===== config.mk =====
export PLATFORM = sky130hd
export DESIGN_NAME = hdu_isqrt
export DESIGN_NICKNAME = d
export VERILOG_FILES = /design/src/rtl/assert_macros.svh /design/src/rtl/hdu_pkg.sv /design/src/rtl/hdu_isqrt.sv
export SDC_FILE = /design/constraint.sdc
export NUM_CORES = 2
export LEC_CHECK = 0
export BUFFER_PORTS_ARGS = -buffer_cell sky130_fd_sc_hd__clkbuf_2
export CORE_AREA = 2 2 504 506
export DETAILED_ROUTE_END_ITERATION = 16
export DIE_AREA = 0 0 506 508
export MAX_ROUTING_LAYER = met4
export PLACE_DENSITY = 0.6
export SYNTH_ARGS = -nofsm -noshare
export SYNTH_HDL_FRONTEND = slang
export SYNTH_SLANG_ARGS = --single-unit

===== constraint.sdc =====
create_clock -name clk_i -period 7.3 [get_ports clk_i]
set_input_delay 0.365 -clock clk_i [delete_from_list [all_inputs] [get_ports clk_i]]
set_output_delay 0.365 -clock clk_i [all_outputs]
set_load 0.02 [all_outputs]

===== src/rtl/assert_macros.svh =====
// Assertion macros included by haversine_distance_unit.sv, the RTL file that carries checks.
`ifndef ASSERT_MACROS_SVH
`define ASSERT_MACROS_SVH
`ifndef NO_ASSERTIONS
// Consequent must hold in the same cycle as the antecedent.
`define ASSERT_HOLDS(label, clk, rst_n, ante, cons) \
  label: assert property (@(posedge clk) disable iff (!rst_n) (ante) |-> (cons)) \
    else $error("%m: check failed");
// Consequent must hold in the cycle after the antecedent.
`define ASSERT_NEXT(label, clk, rst_n, ante, cons) \
  label: assert property (@(posedge clk) disable iff (!rst_n) (ante) |=> (cons)) \
    else $error("%m: check failed");
`else
`define ASSERT_HOLDS(label, clk, rst_n, ante, cons)
`define ASSERT_NEXT(label, clk, rst_n, ante, cons)
`endif
`endif


===== src/rtl/hdu_pkg.sv =====
// Types, constants and the arctangent table of the haversine distance unit.
package hdu_pkg;

  localparam int LAT_W  = 24;
  localparam int LON_W  = 25;
  localparam int DIST_W = 22;

  // half angles in degrees * 131072
  localparam int ANG_W = 27;
  localparam logic signed [ANG_W:0] FULL_TURN    = (ANG_W+1)'(47185920);
  localparam logic signed [ANG_W:0] HALF_TURN    = (ANG_W+1)'(23592960);
  localparam logic signed [ANG_W:0] QUARTER_TURN = (ANG_W+1)'(11796480);

  localparam int MAG_W     = 24;
  localparam int RAD_SPLIT = 20;
  localparam logic [39:0] TO_RAD_Q32 = 40'd614083138246;
  localparam logic [RAD_SPLIT-1:0] TO_RAD_LO = TO_RAD_Q32[RAD_SPLIT-1:0];
  localparam logic [RAD_SPLIT-1:0] TO_RAD_HI = TO_RAD_Q32[39:RAD_SPLIT];
  localparam int ZM_W = 31;

  localparam int Q_FRAC       = 30;
  localparam int Q_W          = 32;
  localparam int XW           = 34;
  localparam int ZW           = 33;
  localparam int CORDIC_STEPS = 30;
  localparam logic signed [XW-1:0] CORDIC_GAIN = XW'(652032874);

  localparam int M_W = 33;
  localparam int A_W = 31;
  localparam logic [A_W-1:0] ONE_Q30 = A_W'(1) << Q_FRAC;

  localparam int SQ_NW     = 62;
  localparam int SQ_W      = 31;
  localparam int ISQ_STEPS = 31;

  localparam logic [31:0] MILES_SCALE = 32'd4151055106;
  localparam logic [DIST_W-1:0] DIST_MAX = DIST_W'(3200000);

  localparam int SC_LAT   = 5 + CORDIC_STEPS;
  localparam int PIPE_LAT = 1 + SC_LAT + 4 + ISQ_STEPS + CORDIC_STEPS + 2;

  typedef logic signed [Q_W-1:0] q30_t;

  localparam int ATAN_TAB_N = 16;
  localparam logic [ZW-1:0] ATAN_TAB [ATAN_TAB_N] = '{
    33'd843314856, 33'd497837829, 33'd263043836, 33'd133525158,
    33'd67021686,  33'd33543515,  33'd16775850,  33'd8388437,
    33'd4194282,   33'd2097149,   33'd1048575,   33'd524287,
    33'd262143,    33'd131071,    33'd65535,     33'd32767
  };

  // atan(2^-i) in Q30; past the table it is 2^(30-i) - 1
  function automatic logic signed [ZW-1:0] atan_step(input int unsigned i);
    logic signed [ZW-1:0] step;
    if (i < ATAN_TAB_N) begin
      step = $signed(ATAN_TAB[i[3:0]]);
    end else begin
      step = $signed((ZW'(1) << (CORDIC_STEPS - i)) - ZW'(1));
    end
    return step;
  endfunction

endpackage


===== src/rtl/hdu_isqrt.sv =====
// Pipelined integer square root of a Q30 value, one result bit per stage.
module hdu_isqrt (
  input  logic                         clk_i,
  input  logic                         en_i,
  input  logic [hdu_pkg::A_W-1:0]      a_i,
  output logic [hdu_pkg::SQ_W-1:0]     root_o
);
  localparam int NW = hdu_pkg::SQ_NW;
  localparam int NS = hdu_pkg::ISQ_STEPS;
  localparam int QF = hdu_pkg::Q_FRAC;

  logic [NW-1:0] n0;
  logic [NW-1:0] n_q [NS];
  logic [NW-1:0] r_q [NS];

  assign n0 = NW'({a_i, {QF{1'b0}}});

  for (genvar i = 0; i < NS; i++) begin : g_step
    localparam logic [NW-1:0] BIT = NW'(1) << (2 * (NS - 1 - i));
    logic [NW-1:0] n_in, r_in, trial;
    if (i == 0) begin : g_first
      assign n_in = n0;
      assign r_in = '0;
    end else begin : g_next
      assign n_in = n_q[i-1];
      assign r_in = r_q[i-1];
    end
    assign trial = r_in + BIT;
    always_ff @(posedge clk_i) begin
      if (en_i) begin
        if (n_in >= trial) begin
          n_q[i] <= n_in - trial;
          r_q[i] <= (r_in >> 1) + BIT;
        end else begin
          n_q[i] <= n_in;
          r_q[i] <= r_in >> 1;
        end
      end
    end
  end

  assign root_o = r_q[NS-1][hdu_pkg::SQ_W-1:0];

endmodule


==> flow_summary.ini <==
[status]
status = finished clean

[floorplanning]
fp.dieH_um = 508
dieArea_um2 = 257000
die_w_um = 506
io_pins = 64
rows = 185
core_um2 = 252000
start_util = 0.348

[power]
worst_ir_drop_vdd_mv = 0.244
p_leak_nw = 37.5
power_mw = 29.0
p_per_area_nw_per_um2 = 295

[detailed_routing]
vias_per_cell = 5.07
first_iter_violations = 3809
post-route-drc-count = 0
wl_per_cell_um = 16.4
antenna_left = 0
vias = 57400
drtPass1Iterations = 6
wirelength_um = 186000

[timing]
rsz0062_at_grt = false
setup_viol = 0
period_minus_slack_ns = 5.14
whs_ns = 0.210
clock.fmax_mhz = 195
min_period_over_period = 0.704
maxSlewViolCount = 0
slew_headroom = 0.207
worst_slack_ns = 2.16
fin_worst_skew_ns = 0.0546
worstMarginPinSlew_ns = 1.16
hold_viol = 0
fin_setup_tns_ns = 0

[worst_setup_path]
worst_setup_path_end_kind = flop
crit_type = flop to flop
cp_max_fo = 57
r2r-start = r_q[1][568]$_DFFE_PP_
startpoint_type = flop
reg2reg_depth = 15
arrival_ns = 5.70
r2r-end = n_q[1][667]$_DFFE_PP_
cp_data_required_time_ns = 7.86
r2r_setup_slack_ns = 2.16

[logic_synthesis]
synth_top_area_frac = 0.565
netlist_area_um2 = 87800
synth_cell_types = 89
synth_flop_cell = edfxtp_1
synth-edff-count = 1651
synth_nets = 8218
postSynthAreaPerCell_um2 = 11.4
syn-instance-count = 7678
ys_seq_elements = 1651
synth_area_leader_cell = edfxtp_1
async_flop_share = 0
synth_seq_area_share = 0.565
synth_commonest_cells = edfxtp_1, inv_1, nand2_1
synth_area_leaders = edfxtp_1, ha_1, xnor2_1
yosysMostFrequentCell = edfxtp_1
ys_warn_count = 0

[finish]
drive_above_1_share = 0.0546
fin_area_um2 = 98300
stdcell_count = 11300
utilization = 0.390
layout.nets = 8348
diodes = 0
areaGrowthSynthToFinish_pct = 11.9

[grt]
grt_antenna_before_repair = 1
grt_max_degree = 205
grtUsageTotal = 0.147
grt_overflow_total = 0
grt_pass1_vias = 58500
grt_pass1_wl_um = 301000

[clock_network]
cts.sinks = 1651
clkTransAtPathRegs_ns = 0.06
htree_levels = 4
cts_buffers = 175
cts_tree = done
root_buffer = clkbuf_16
postCtsSetupBuffers = 0
clock_latency_ns = 0.86
cts.path.max_buffers = 3
ctsResizeCount = 0

[place]
place_ws_ns = 2.19
gp_congestion = 0.954
hpwl_um = 138000
dp_cells = 11000
placed_area_um2 = 92200
io_buffers = 63

[min_path]
hp-class = input pin to flop
holdPathEnd = n_q[0][37]$_DFFE_PP_
holdPathStages = 2
hold_start = a_i[7]

[flow_run]
maxCapViolations = 0
[cell usage in the layout, fill, tap and decap left out, types with 131 or more instances in the layout]
cell type,netlist,routed
edfxtp_1,1651,1651
inv_1,626,626
nand2_1,624,624
ha_1,493,493
nor2_1,465,465
a21oi_1,445,444
xnor2_1,393,393
xor2_1,390,390
o21ai_1,366,366
nor3_1,240,239
a21o_1,235,235
clkbuf_16,0,175
nor4_1,147,147
nand3_1,131,131
[where the power goes]
part           total (mW)  internal [mW]  switching, mW
clock network        8.83           4.97           3.86
registers            13.3           12.3           1.01
logic                6.92           2.90           4.02
[logic make-up (layout without fill, tap and decap cells)]
kind of cell / count (synthesis) / after routing / synth area share
buffers and inverters: 841 / 1118 / 0.0360
AO/OA/AOI/OAI: 1616 / 1616 / 0.114
flip-flops: 1651 / 1651 / 0.565
XOR/XNOR: 783 / 783 / 0.0781
AND/OR/NAND/NOR: 2214 / 2214 / 0.125
multiplexers: 66 / 66 / 0.00835
adder cells (fa/ha/maj): 507 / 507 / 0.0734
[final cells by class]
class | count | area, um2
Sequential cell | 1651 | 49600
Inverter | 653 | 2450
Clock inverter | 115 | 1270
Clock buffer | 209 | 4510
Timing Repair Buffer | 141 | 1070
Tap cell | 3366 | 4210
Fill cell | 23800 | 154000
Multi-Input combinational cell | 5186 | 35200
[sequential cells by signal (all words and copies together), names as in the netlist]
| register | cells |
|---|---|
| r_q | 495 |
| n_q | 1156 |
[timing repair]
item | CTS | global route
endpoints found under the setup margin | 0 | 0
hold buffers | 32 | 0
hold endpoints to repair | 38 | 0
[worst max-delay path: stages (launching register included)]
cell and delay [ns]:
edfxtp_1 0.39, inv_1 0.08, ha_1 0.18, inv_1 0.06
fa_1 0.40, nor2b_1 0.16, o31ai_1 0.13, a2111oi_0 1.00
o21bai_1 0.24, a21oi_1 0.48, and3_1 0.30, a31oi_4 0.08
buf_4 0.32, or4b_1 0.63, nor4_1 0.31, xor2_1 0.11
[how the worst max path moves through the flow]
stage / endpoint / slack [ns] / cells after the start / startpoint
finish: n_q[1][667]$_DFFE_PP_ / 2.16 / 15 / r_q[1][568]$_DFFE_PP_
global route: n_q[1][681]$_DFFE_PP_ / 1.74 / 15 / r_q[1][568]$_DFFE_PP_
detailed placement: n_q[1][667]$_DFFE_PP_ / 2.19 / 15 / r_q[1][568]$_DFFE_PP_
floorplan: n_q[1][359]$_DFFE_PP_ / 3.42 / 11 / n_q[1][297]$_DFFE_PP_
CTS: n_q[1][667]$_DFFE_PP_ / 2.18 / 15 / r_q[1][568]$_DFFE_PP_
global placement: n_q[1][667]$_DFFE_PP_ / 2.16 / 15 / r_q[1][568]$_DFFE_PP_
[routing by layer]
| layer | track usage | routed length (um) | vias up |
|---|---|---|---|
| li1 | - | - | 28300 |
| met1 | 0.160 | 74900 | 27400 |
| met2 | 0.267 | 96600 | 1239 |
| met3 | 0.0208 | 7060 | 447 |
| met4 | 0.0603 | 7380 | 0 |
| met5 | - | 0 | - |
Power figures use the tool's default switching activity.
